[src/rtl/core/weighted_moving_average_offset_macros.svh]
// assertion macros for the weighted moving average offset block
`ifndef WEIGHTED_MOVING_AVERAGE_OFFSET_MACROS_SVH
`define WEIGHTED_MOVING_AVERAGE_OFFSET_MACROS_SVH

// same-cycle implication, checked after reset
`define WMAO_CHECK_IMP(lbl, ante, cons, msg) \
    lbl: assert property (@(posedge i_clk) disable iff (!i_rst_n) (ante) |-> (cons)) \
        else $error(msg);

// next-cycle implication, checked after reset
`define WMAO_CHECK_NEXT(lbl, ante, cons, msg) \
    lbl: assert property (@(posedge i_clk) disable iff (!i_rst_n) (ante) |=> (cons)) \
        else $error(msg);

`endif

[src/rtl/core/wmao_pkg.sv]
// shared constants and types of the weighted moving average offset block
package wmao_pkg;

    localparam int WINDOW_MAX_DEF  = 64;
    localparam int SAMPLE_BITS_DEF = 16;
    localparam int CFG_W           = 7;
    localparam int FRAC_W          = 8;
    localparam int OUT_W           = 25;
    localparam int OUT_TW          = ((OUT_W + 7) / 8) * 8;

    typedef enum logic [2:0] {
        S_IDLE,
        S_READ,
        S_DIV,
        S_WAIT,
        S_HOLD
    } t_state;

endpackage

[src/rtl/core/wmao_ram.sv]
// generic single-port-write, registered-read ram
module wmao_ram #(
    parameter int WIDTH = 16,
    parameter int DEPTH = 64,
    localparam int AW   = (DEPTH > 1) ? $clog2(DEPTH) : 1
) (
    input  logic             i_clk,
    input  logic             i_we,
    input  logic [AW-1:0]    i_waddr,
    input  logic [WIDTH-1:0] i_wdata,
    input  logic [AW-1:0]    i_raddr,
    output logic [WIDTH-1:0] o_rdata
);

    logic [WIDTH-1:0] r_mem [DEPTH];
    logic [WIDTH-1:0] r_rdata;

    always_ff @(posedge i_clk) begin
        if (i_we) begin
            r_mem[i_waddr] <= i_wdata;
        end
        r_rdata <= r_mem[i_raddr];
    end

    assign o_rdata = r_rdata;

endmodule

[src/rtl/core/wmao_div.sv]
// restoring serial divider, one quotient bit per cycle
module wmao_div #(
    parameter int NUM_W = 36,
    parameter int DEN_W = 12
) (
    input  logic             i_clk,
    input  logic             i_rst_n,
    input  logic             i_start,
    input  logic [NUM_W-1:0] i_dividend,
    input  logic [DEN_W-1:0] i_divisor,
    output logic             o_done,
    output logic [NUM_W-1:0] o_quotient
);

    localparam int CW = $clog2(NUM_W + 1);

    logic             r_busy;
    logic             r_done;
    logic [CW-1:0]    r_cnt;
    logic [DEN_W-1:0] r_rem;
    logic [NUM_W-1:0] r_quo;
    logic [DEN_W-1:0] r_div;

    logic [DEN_W:0]   shift_in;
    logic [DEN_W+1:0] trial;
    logic             no_borrow;
    logic [DEN_W-1:0] n_rem;

    always_comb begin
        shift_in  = {r_rem, r_quo[NUM_W-1]};
        trial     = {1'b0, shift_in} - {2'b00, r_div};
        no_borrow = !trial[DEN_W+1];
        n_rem     = no_borrow ? trial[DEN_W-1:0] : shift_in[DEN_W-1:0];
    end

    always_ff @(posedge i_clk) begin
        if (!i_rst_n) begin
            r_busy <= 1'b0;
            r_done <= 1'b0;
            r_cnt  <= '0;
        end else begin
            r_done <= 1'b0;
            if (i_start) begin
                r_busy <= 1'b1;
                r_cnt  <= CW'(NUM_W);
            end else if (r_busy) begin
                r_cnt <= r_cnt - 1'b1;
                if (r_cnt == CW'(1)) begin
                    r_busy <= 1'b0;
                    r_done <= 1'b1;
                end
            end
        end
    end

    // dividend bits shift out the top while quotient bits shift in below
    always_ff @(posedge i_clk) begin
        if (i_start) begin
            r_rem <= '0;
            r_quo <= i_dividend;
            r_div <= i_divisor;
        end else if (r_busy) begin
            r_rem <= n_rem;
            r_quo <= {r_quo[NUM_W-2:0], no_borrow};
        end
    end

    assign o_done     = r_done;
    assign o_quotient = r_quo;

endmodule

[src/rtl/core/weighted_moving_average_offset.sv]
// linear weighted moving average offset: sequencer, ring, serial accumulation and divide
// a transaction reads k ring entries through the registered ram read, starts the serial divider,
//   waits for its done flag and then loads the result register
// input ready only while the sequencer idles, so a new sample waits until the last result is loaded
// the result register lets the next sample start while a result waits downstream
// reset (i_rst_n low, synchronous): state and counters cleared, window length 1, no ram clear
`include "weighted_moving_average_offset_macros.svh"

module weighted_moving_average_offset #(
    parameter int WINDOW_MAX  = wmao_pkg::WINDOW_MAX_DEF,
    parameter int SAMPLE_BITS = wmao_pkg::SAMPLE_BITS_DEF,
    localparam int IN_TW      = ((SAMPLE_BITS + 7) / 8) * 8
) (
    input  logic                        i_clk,
    input  logic                        i_rst_n,
    input  logic                        i_cfg_we,
    input  logic [wmao_pkg::CFG_W-1:0]  i_cfg_wdata,
    input  logic                        i_s_axis_tvalid,
    output logic                        o_s_axis_tready,
    input  logic [IN_TW-1:0]            i_s_axis_tdata,   // sample_luma
    output logic                        o_m_axis_tvalid,
    input  logic                        i_m_axis_tready,
    output logic [wmao_pkg::OUT_TW-1:0] o_m_axis_tdata    // luma_change
);

    localparam int AW     = (WINDOW_MAX > 1) ? $clog2(WINDOW_MAX) : 1;
    localparam int KW     = $clog2(WINDOW_MAX + 1);
    localparam int TRI    = WINDOW_MAX * (WINDOW_MAX + 1) / 2;
    localparam int DEN_W  = $clog2(TRI + 1);
    localparam int PSUM_W = SAMPLE_BITS + KW;
    localparam int WSUM_W = SAMPLE_BITS + DEN_W;
    localparam int NUM_W  = WSUM_W + wmao_pkg::FRAC_W;
    localparam int DIFF_W = NUM_W + 1;

    wmao_pkg::t_state r_state, n_state;

    logic [wmao_pkg::CFG_W-1:0] r_window;
    logic [AW-1:0]              r_wr_slot;
    logic [KW-1:0]              r_fill;
    logic [SAMPLE_BITS-1:0]     r_sample;
    logic [KW-1:0]              r_k;
    logic [KW-1:0]              r_issue;
    logic [AW-1:0]              r_rd_addr;
    logic                       r_rd_vld;
    logic [KW-1:0]              r_acc_cnt;
    logic [PSUM_W-1:0]          r_plain;
    logic [WSUM_W-1:0]          r_wsum;
    logic [DEN_W-1:0]           r_den;
    logic                       r_out_vld;
    logic [wmao_pkg::OUT_W-1:0] r_out_data;

    logic                   in_acc;
    logic                   in_ready;
    logic                   rd_en;
    logic                   div_start;
    logic                   out_load;
    logic                   acc_last;
    logic [KW-1:0]          fill_inc;
    logic [KW-1:0]          win_eff;
    logic [KW-1:0]          k_new;
    logic [PSUM_W-1:0]      plain_add;
    logic [SAMPLE_BITS-1:0] ram_rdata;
    logic                   div_done;
    logic [NUM_W-1:0]       div_quo;
    logic signed [DIFF_W-1:0] diff;

    wmao_ram #(
        .WIDTH (SAMPLE_BITS),
        .DEPTH (WINDOW_MAX)
    ) u_ring (
        .i_clk   (i_clk),
        .i_we    (in_acc),
        .i_waddr (r_wr_slot),
        .i_wdata (i_s_axis_tdata[SAMPLE_BITS-1:0]),
        .i_raddr (r_rd_addr),
        .o_rdata (ram_rdata)
    );

    wmao_div #(
        .NUM_W (NUM_W),
        .DEN_W (DEN_W)
    ) u_div (
        .i_clk      (i_clk),
        .i_rst_n    (i_rst_n),
        .i_start    (div_start),
        .i_dividend ({r_wsum, {wmao_pkg::FRAC_W{1'b0}}}),
        .i_divisor  (r_den),
        .o_done     (div_done),
        .o_quotient (div_quo)
    );

    // window after clamping, and the count of samples averaged for this transaction
    always_comb begin
        fill_inc = (r_fill == KW'(WINDOW_MAX)) ? r_fill : r_fill + 1'b1;
        if (r_window == '0) begin
            win_eff = KW'(1);
        end else if (32'(r_window) > 32'(WINDOW_MAX)) begin
            win_eff = KW'(WINDOW_MAX);
        end else begin
            win_eff = KW'(r_window);
        end
        k_new = (win_eff < fill_inc) ? win_eff : fill_inc;
    end

    // newest first: each running plain sum adds once more to the weighted sum
    always_comb begin
        plain_add = r_plain + PSUM_W'(ram_rdata);
        acc_last  = r_rd_vld && ((r_acc_cnt + KW'(1)) == r_k);
        diff      = $signed({1'b0, div_quo})
                  - $signed(DIFF_W'({r_sample, {wmao_pkg::FRAC_W{1'b0}}}));
    end

    always_comb begin
        n_state = r_state;
        unique case (r_state)
            wmao_pkg::S_IDLE: begin
                if (in_acc) n_state = wmao_pkg::S_READ;
            end
            wmao_pkg::S_READ: begin
                if (acc_last) n_state = wmao_pkg::S_DIV;
            end
            wmao_pkg::S_DIV: begin
                n_state = wmao_pkg::S_WAIT;
            end
            wmao_pkg::S_WAIT: begin
                if (div_done) n_state = wmao_pkg::S_HOLD;
            end
            wmao_pkg::S_HOLD: begin
                if (!r_out_vld || i_m_axis_tready) n_state = wmao_pkg::S_IDLE;
            end
            default: n_state = wmao_pkg::S_IDLE;
        endcase
    end

    always_comb begin
        in_ready  = 1'b0;
        rd_en     = 1'b0;
        div_start = 1'b0;
        out_load  = 1'b0;
        unique case (r_state)
            wmao_pkg::S_IDLE: in_ready  = 1'b1;
            wmao_pkg::S_READ: rd_en     = (r_issue != r_k);
            wmao_pkg::S_DIV:  div_start = 1'b1;
            wmao_pkg::S_WAIT: ;
            wmao_pkg::S_HOLD: out_load  = !r_out_vld || i_m_axis_tready;
            default: ;
        endcase
    end

    assign in_acc = i_s_axis_tvalid && in_ready;

    always_ff @(posedge i_clk) begin
        if (!i_rst_n) begin
            r_state   <= wmao_pkg::S_IDLE;
            r_window  <= wmao_pkg::CFG_W'(1);
            r_wr_slot <= '0;
            r_fill    <= '0;
            r_k       <= '0;
            r_issue   <= '0;
            r_rd_addr <= '0;
            r_rd_vld  <= 1'b0;
            r_acc_cnt <= '0;
            r_out_vld <= 1'b0;
        end else begin
            r_state  <= n_state;
            r_rd_vld <= rd_en;
            if (i_cfg_we) begin
                r_window <= i_cfg_wdata;
            end
            if (in_acc) begin
                r_wr_slot <= (r_wr_slot == AW'(WINDOW_MAX - 1)) ? '0 : r_wr_slot + 1'b1;
                r_fill    <= fill_inc;
                r_k       <= k_new;
                r_issue   <= '0;
                r_acc_cnt <= '0;
                r_rd_addr <= r_wr_slot;
            end
            if (rd_en) begin
                r_issue   <= r_issue + 1'b1;
                r_rd_addr <= (r_rd_addr == '0) ? AW'(WINDOW_MAX - 1) : r_rd_addr - 1'b1;
            end
            if (r_rd_vld) begin
                r_acc_cnt <= r_acc_cnt + 1'b1;
            end
            if (out_load) begin
                r_out_vld <= 1'b1;
            end else if (i_m_axis_tready) begin
                r_out_vld <= 1'b0;
            end
        end
    end

    always_ff @(posedge i_clk) begin
        if (in_acc) begin
            r_sample <= i_s_axis_tdata[SAMPLE_BITS-1:0];
            r_plain  <= '0;
            r_wsum   <= '0;
            r_den    <= '0;
        end else if (r_rd_vld) begin
            r_plain <= plain_add;
            r_wsum  <= r_wsum + WSUM_W'(plain_add);
            r_den   <= r_den + DEN_W'(r_acc_cnt) + DEN_W'(1);
        end
        if (out_load) begin
            r_out_data <= wmao_pkg::OUT_W'(diff);
        end
    end

    assign o_s_axis_tready = in_ready;
    assign o_m_axis_tvalid = r_out_vld;
    assign o_m_axis_tdata  = {{(wmao_pkg::OUT_TW - wmao_pkg::OUT_W){1'b0}}, r_out_data};

    `WMAO_CHECK_IMP(a_k_within_fill, r_state != wmao_pkg::S_IDLE,
        (r_k != '0) && (r_k <= r_fill), "averaging count outside stored samples")
    `WMAO_CHECK_IMP(a_acc_in_walk, r_rd_vld,
        (r_state == wmao_pkg::S_READ) && (r_acc_cnt < r_k), "ring data returned outside the walk")
    `WMAO_CHECK_NEXT(a_div_done_holds, div_done,
        r_state == wmao_pkg::S_HOLD, "divider finished outside its wait")

endmodule
[config.mk]
export PLATFORM = sky130hd
export DESIGN_NAME = weighted_moving_average_offset
export DESIGN_NICKNAME = d
export VERILOG_FILES = /design/src/rtl/core/wmao_pkg.sv /design/src/rtl/core/wmao_ram.sv /design/src/rtl/core/wmao_div.sv /design/src/rtl/core/weighted_moving_average_offset.sv
export VERILOG_INCLUDE_DIRS = /design/src /design/src/rtl/core
export SDC_FILE = /design/constraint.sdc
export NUM_CORES = 1
export LEC_CHECK = 0
export BUFFER_PORTS_ARGS = -buffer_cell sky130_fd_sc_hd__buf_2
export CAP_MARGIN = 20
export CORE_AREA = 2 2 279 350
export CTS_BUF_LIST = sky130_fd_sc_hd__clkbuf_16
export CTS_CLUSTER_SIZE = 25
export DETAILED_ROUTE_END_ITERATION = 12
export DIE_AREA = 0 0 281 352
export GPL_TIMING_DRIVEN = 1
export PLACE_DENSITY = 0.71
export RECOVER_POWER = 25
export SETUP_SLACK_MARGIN = 0.02
export SLEW_MARGIN = 30
export SYNTH_ARGS = -nofsm -noshare
export SYNTH_HDL_FRONTEND = slang
export SYNTH_SLANG_ARGS = --single-unit
export TNS_END_PERCENT = 20
[constraint.sdc]
create_clock -name i_clk -period 4.8 [get_ports i_clk]
set_input_delay 0.24 -clock i_clk [delete_from_list [all_inputs] [get_ports i_clk]]
set_output_delay 0.24 -clock i_clk [all_outputs]
set_load 0.005 [all_outputs]
==> results of run 1 <==
registers in the layout, indices dropped and copies added (netlist names), 3 cells and up:
signal / flops
r_rd_addr: 6
r_sample: 16
r_acc_cnt: 7
u_ring.r_mem: 1024
u_div.r_div: 12
r_k: 7
r_wr_slot: 6
r_plain: 23
u_div.r_rem: 12
r_fill: 7
r_den: 12
r_wsum: 28
u_ring.o_rdata: 16
u_div.r_cnt: 6
r_state: 3
r_window: 7
r_out_data: 25
u_div.o_quotient: 36
r_issue: 7
cells by family (layout without fill, tap and decap cells):
| family | count (synthesis) | in the layout | share of synthesized area, % |
|---|---|---|---|
| buffers and inverters | 221 | 477 | 1.94 |
| AND/OR/NAND/NOR | 599 | 599 | 5.20 |
| XOR/XNOR | 112 | 112 | 1.87 |
| multiplexers | 407 | 407 | 14.9 |
| adder cells (fa/ha/maj) | 95 | 95 | 2.34 |
| other | 1 | 7 | 0.00717 |
| AO/OA/AOI/OAI | 350 | 350 | 4.28 |
| flip-flops | 1264 | 1264 | 69.5 |
power groups by stage:
stage / clock network, µW / registers, µW / logic (µW)
global route: 9540 / 12600 / 5710
detailed placement: 0 / 12800 / 5170
CTS: 9120 / 12500 / 5210
finish: 8970 / 12500 / 5220
global placement: 0 / 12700 / 5050
floorplan: 0 / 12600 / 3840
per-stage QoR:
step | hold WS [ns] | total power [µW] | utilization [%] | instance area (µm²) | instances
after floorplan | 0.339 | 16400 | - | 52300 | 3055
after global placement | 0.442 | 17800 | 57.1 | 54500 | 4368
after detailed placement | 0.452 | 17900 | 57.1 | 54500 | 4370
after CTS | 0.114 | 26900 | 61.2 | 58400 | 4601
after global routing | 0.290 | 27800 | 61.1 | 58400 | 4601
final | 0.286 | 26700 | 61.1 | 58400 | 4601
repair_timing:
action                                  CTS  global route
endpoints found under the setup margin    0             1
hold endpoints to repair                 20             0
hold buffers                             18             0
resized for setup                         0             1
cell type report:
cell class | instances | area, µm² | area share [%]
Timing Repair Buffer | 198 | 1450 | 2.48
Tap cell | 1290 | 1610 | 2.77
Clock buffer | 118 | 2950 | 5.06
Multi-Input combinational cell | 1570 | 15000 | 25.7
Inverter | 66 | 248 | 0.424
Sequential cell | 1264 | 36400 | 62.3
Clock inverter | 95 | 747 | 1.28
per-layer routing:
layer	GRT usage [%]	wire, µm	vias to the layer above
li1	-	-	12300
met1	31.2	45700	14500
met2	43.6	63800	1038
met3	3.18	7240	216
met4	9.21	4370	0
met5	0	0	-
cells in the mapped netlist, types with 9 or more instances:
cell type | number | share of area [%]
nor2b_1 | 27 | 0.32
o21a_1 | 14 | 0.20
a31oi_1 | 14 | 0.17
nor2_1 | 242 | 1.7
nand3_1 | 58 | 0.55
buf_4 | 26 | 0.37
and3_1 | 13 | 0.16
a21o_1 | 17 | 0.24
mux2i_1 | 104 | 2.0
a211oi_1 | 32 | 0.46
o21ai_0 | 80 | 0.77
a221oi_1 | 9 | 0.15
a22oi_1 | 10 | 0.14
buf_2 | 33 | 0.32
nand2_1 | 153 | 1.1
nor3_1 | 24 | 0.23
buf_1 | 20 | 0.14
ha_1 | 90 | 2.2
inv_1 | 62 | 0.44
edfxtp_1 | 1105 | 63
mux4_2 | 295 | 13
xor2_1 | 49 | 0.82
or3_1 | 9 | 0.11
xnor2_1 | 63 | 1.1
dfxtp_1 | 159 | 6.1
clkbuf_1 | 70 | 0.50
o21ai_1 | 13 | 0.12
nand4_1 | 16 | 0.19
a21oi_1 | 98 | 0.94
nand2b_1 | 14 | 0.17
critical path: cells and delay by family (launching register included):
kind,cells,cell delay (ns)
compound gates,5,1.05
fa+ha+maj,3,0.81
simple gates,8,1.84
flops,1,0.31
xor+xnor,1,0.19
buf+inv,1,0.08
cell usage in the layout, fill, tap and decap left out, types with 26 or more instances in the layout:
cell type and count:
nand2_1 153, nor2b_1 27, edfxtp_1 1105, buf_2 55, inv_1 86, dfxtp_1 152
nand3_1 58, clkinv_2 26, buf_4 104, clkinv_1 26, a211oi_1 31, nor2_1 241
o21ai_0 80, mux2i_1 104, xnor2_1 63, ha_1 90, mux4_2 295, a21oi_1 98
xor2_1 49, clkbuf_16 118
path summary, 6_finish.rpt:
kind	slack [ns]	from	to
max	0.41	r_plain[0]$_SDFFE_PP0P_	r_wsum[26]$_SDFFE_PP0P_
min	0.29	i_s_axis_tdata[10]	u_ring.r_mem[20][10]$_DFFE_PP_
max reg2reg	0.41	r_plain[0]$_SDFFE_PP0P_	r_wsum[26]$_SDFFE_PP0P_
min reg2reg	0.46	u_div.o_quotient[5]$_SDFFE_PP0P_	r_out_data[5]$_DFFE_PP_
==> run summary, run 1 <==
EDFF count, synth: 1105
Hold Path Stages: 2
Pwr Density: 458 nW/µm²
Final Worst Setup Slack: 0.412 ns
Largest net degree at the start of global routing: 66
Max VDD drop: 323 µV
P&R area growth vs syn: 11.6%
Number of antenna diodes: 0
Async S/R FF share, synth: 0%
Die width: 281 µm
Port bufs: 54
Period utilisation layout: 91.4%
Pint: 19500 µW
Drt drc: 0
Setup bufs post-CTS: 0
CP peak stage delay: 0.48 ns
P_sw: 7270 µW
Antenna Nets Post-Route: 0
Routed via count: 28100
Synth Flop Type: edfxtp_1
Initial core utilization: 54.8%
Comb pwr share: 19.5%
Drt first pass iters: 6
First-pass GRT wire length: 181 mm
Core area: 95500 µm²
Die area: 98900 µm²
Flops & latches, synth: 1264
Clock buffer depth: 3
FP Rows: 127
CTS tree: yes
Layout Nets: 3338
Slew at the pin with the worst max-slew slack: 3.40 ns
R2R cell count: 18
Drt via density: 6.10
Crit-path max FO: 4
Grt total ovfl: 0
Total GRT Usage: 24.7%
Vias in the first global route: 29100
Unrepaired setup endpoints after global routing: false
DPL Wire Length: 74.5 mm
I/O pin cnt: 62
Minimum clock period: 4.39 ns
Unique masters post-synth: 87
CP Cell Sequence: ha_1, inv_1, fa_1, nand2b_1, a211oi_2, or2_2, a2111oi_0, nor3_1, xor2_1, ha_1, nand2_2, or3_4, nor4b_4, nor3_2, o21ai_2, a31oi_1, or3_1, a21oi_1
WS Path Type: reg2reg
Post-Place Setup Slack: 0.416 ns
Mapped Cells: 3049
Die Y-Extent: 352 µm
Clock power share: 33.5%
Synthesized area per cell: 17.2 µm²
Clock sink total: 1264
Fin. max-slew vios: 858
Register area share after synthesis: 69.5%
Routed wire per std cell: 26.3 µm
WL final: 121 mm
MaxCap Viol Count: 13
Worst setup SP type: flip-flop
Fillers: 6758
Initial DRC Count: 2843
Synthesis Warnings: 0
WP data required: 5.42 ns
Hold Fails Final Rpt: 0
CP Capture Type: flip-flop
Worst-Skew Late Latency: 0.71 ns
Worst Hold Class: in2reg
Clk slew on worst S/H paths: 0.06 ns
Setup TNS: 0 ns
Max Fclk: 228 MHz
CP arrival: 5.00 ns
CTS H-tree lvls: 3
Flop pwr share: 46.9%
Total clock buffers created by CTS: 115
Sw frac: 27.2%
Share of cells above drive strength 1: 20.4%
Setup violators final: 0
Slew headroom: -127%
Most frequent CP cell: ha_1
Mapped Area: 52300 µm²
Initial antenna violation count: 2
Root buf cell: clkbuf_16
Status: finished, violations left
Skew final: 0.0316 ns
Final GP Congestion: 0.911
Leak: 0.0197 µW
Failing checks: max-capacitance violations, max-slew violations
Slowest stage cell, crit path: a2111oi_0
(Power assumes the default switching activity.)
==> run 2, diff against run 1 <==
--- a/config.mk
+++ b/config.mk
@@ -8,13 +8,15 @@
 export LEC_CHECK = 0
 export BUFFER_PORTS_ARGS = -buffer_cell sky130_fd_sc_hd__buf_2
 export CAP_MARGIN = 20
+export CELL_PAD_IN_SITES_DETAIL_PLACEMENT = 1
+export CELL_PAD_IN_SITES_GLOBAL_PLACEMENT = 1
 export CORE_AREA = 2 2 279 350
 export CTS_BUF_LIST = sky130_fd_sc_hd__clkbuf_16
 export CTS_CLUSTER_SIZE = 25
 export DETAILED_ROUTE_END_ITERATION = 12
 export DIE_AREA = 0 0 281 352
 export GPL_TIMING_DRIVEN = 1
-export PLACE_DENSITY = 0.71
+export PLACE_DENSITY_LB_ADDON = 0.1
 export RECOVER_POWER = 25
 export SETUP_SLACK_MARGIN = 0.02
 export SLEW_MARGIN = 30
==> run 2 against run 1 <==
Effect of this change:
- sequential cell count did not move
- via count rose by 1.1%
- largest cell class unchanged
- the run still ends with max-capacitance violations, max-slew violations left
- final cell count is 0.30% higher
- wire length up 9.3%
- worst hold slack worse by 0.011 ns
- critical path type unchanged
- sequential share of layout area decreased by 0.14 points
- sequential power about the same
- core utilization up 0.15 points
==> run summary, run 2 (same netlist as run 1, synthesis figures left out) <==
Status: finished, violations left
Failing checks: max-capacitance violations, max-slew violations
Worst setup SP type: flip-flop
Crit-path max FO: 6
Clock power share: 34.1%
I/O pin cnt: 62
Initial antenna violation count: 3
Max VDD drop: 436 µV
Drt first pass iters: 7
DPL Wire Length: 81.5 mm
Most common cell after layout, fill and taps aside: edfxtp_1
Core area: 95500 µm²
Port bufs: 54
Number of antenna diodes: 0
Drt drc: 0
Antenna Nets Post-Route: 0
Fillers: 8389
Clock buffer depth: 3
Slew headroom: -139%
CTS H-tree lvls: 3
Final Worst Setup Slack: 0.401 ns
CP Capture Type: flip-flop
Minimum clock period: 4.40 ns
Most frequent cells in the layout: edfxtp_1 (1105), mux4_2 (295), nor2_1 (241)
Routed via count: 28400
Final GP Congestion: 0.859
Grt total ovfl: 0
Drt via density: 6.15
Setup violators final: 0
Max Fclk: 227 MHz
Setup bufs post-CTS: 0
Clk slew on worst S/H paths: 0.06 ns
Total GRT Usage: 27.3%
Pwr Density: 463 nW/µm²
# placed instances: 4369
Die width: 281 µm
Max FFs per register: 1024
Biggest register: u_ring.r_mem
Largest net degree at the start of global routing: 80
Die area: 98900 µm²
Pint: 19500 µW
Total clock buffers created by CTS: 119
Setup TNS: 0 ns
Skew final: 0.0166 ns
Routed wire per std cell: 28.7 µm
Slew at the pin with the worst max-slew slack: 3.58 ns
Leak: 0.0198 µW
P_sw: 7540 µW
Layout Nets: 3342
Worst Hold Class: in2reg
Flop pwr share: 46.2%
Non-filler cells, final: 4615
Root buf cell: clkbuf_16
Share of cells above drive strength 1: 20.5%
Comb pwr share: 19.7%
WL final: 132 mm
P&R area growth vs syn: 11.8%
Initial core utilization: 54.8%
Period utilisation layout: 91.6%
MaxCap Viol Count: 13
Fin. max-slew vios: 858
Clock sink total: 1264
Worst-Skew Late Latency: 0.73 ns
Die Y-Extent: 352 µm
Post-Place Setup Slack: 0.255 ns
First-pass GRT wire length: 199 mm
CTS tree: yes
WS Path Type: reg2reg
Hold Fails Final Rpt: 0
Initial DRC Count: 2618
Sw frac: 27.9%
CP arrival: 4.98 ns
WP data required: 5.38 ns
Unrepaired setup endpoints after global routing: false
Vias in the first global route: 30900
FP Rows: 127
## run 2: changes by cell type in the layout (fill, tap and decap cells not counted), moves of 3 or more
| cell | previous run | this run |
|---|---|---|
| clkbuf_16 | 118 | 121 |
| clkinv_8 | 0 | 3 |
| clkinv_1 | 26 | 29 |
| buf_2 | 55 | 52 |
| inv_1 | 86 | 89 |
| clkinvlp_4 | 3 | 6 |
## run 2: through the flow
step	area (µm²)	utilization [%]	hold WS, ns	power, µW
floorplan	52300	-	0.339	16400
finish	58500	61.3	0.275	27100
CTS	58500	61.3	0.0575	27200
global placement	54500	57.1	0.439	17800
detailed placement	54500	57.1	0.456	18000
global route	58500	61.3	0.294	28100
## run 2: cell type report
| type | count | area [µm²] | share of cell area (%) |
|---|---|---|---|
| sequential | 1264 | 36400 | 62.2 |
| multi-input combinational | 1570 | 15000 | 25.6 |
| clock buffer | 121 | 3030 | 5.17 |
| tap | 1290 | 1610 | 2.76 |
| timing repair buffer | 198 | 1460 | 2.50 |
| clock inverter | 106 | 783 | 1.34 |
| inverter | 66 | 249 | 0.426 |
## run 2: worst paths after layout
path	start	to	slack [ns]	cells past startpoint
worst max-delay path	r_plain[0]$_SDFFE_PP0P_	r_wsum[23]$_SDFFE_PP0P_	0.40	17
worst min register to register	u_div.o_quotient[1]$_SDFFE_PP0P_	r_out_data[1]$_DFFE_PP_	0.46	0
worst min-delay path	i_s_axis_tdata[6]	u_ring.r_mem[24][6]$_DFFE_PP_	0.28	2
worst max register to register	r_plain[0]$_SDFFE_PP0P_	r_wsum[23]$_SDFFE_PP0P_	0.40	17
## run 2: what timing repair did
action / in CTS / in global routing
endpoints found under the setup margin: 0 / 5
hold endpoints to repair: 21 / 0
resized for setup: 0 / 2
hold buffers: 19 / 0
## run 2: critical path: stages, from the launching register on
cell and delay [ns]:
dfxtp_1 0.34, ha_1 0.22, inv_1 0.07, fa_1 0.39, nand2b_1 0.21, a211oi_2 0.33, or2_2 0.18, a2111oi_0 0.08
nor3_1 0.24, xor2_1 0.13, ha_1 0.38, nand2_2 0.11, or3_4 0.41, o31ai_2 0.48, a211oi_2 0.18, o2bb2ai_1 0.24
nand3_1 0.14, o221ai_1 0.12
## run 2: per-layer routing
layer | wire (µm) | vias up | global-route usage (%) | share of wire, %
li1 | - | 12300 | - | -
met1 | 51800 | 14900 | 35.1 | 39
met2 | 68300 | 895 | 47.0 | 52
met3 | 6660 | 257 | 3.47 | 5.0
met4 | 5430 | 6 | 11.4 | 4.1
met5 | 41 | - | 0 | 0.031
## run 2: power groups by stage
| stage | clock network, µW | logic, µW | registers (µW) |
|---|---|---|---|
| after floorplan | 0 | 3840 | 12600 |
| after global placement | 0 | 5060 | 12700 |
| after detailed placement | 0 | 5290 | 12700 |
| after CTS | 9390 | 5340 | 12500 |
| after global routing | 9770 | 5810 | 12500 |
| final | 9230 | 5330 | 12500 |
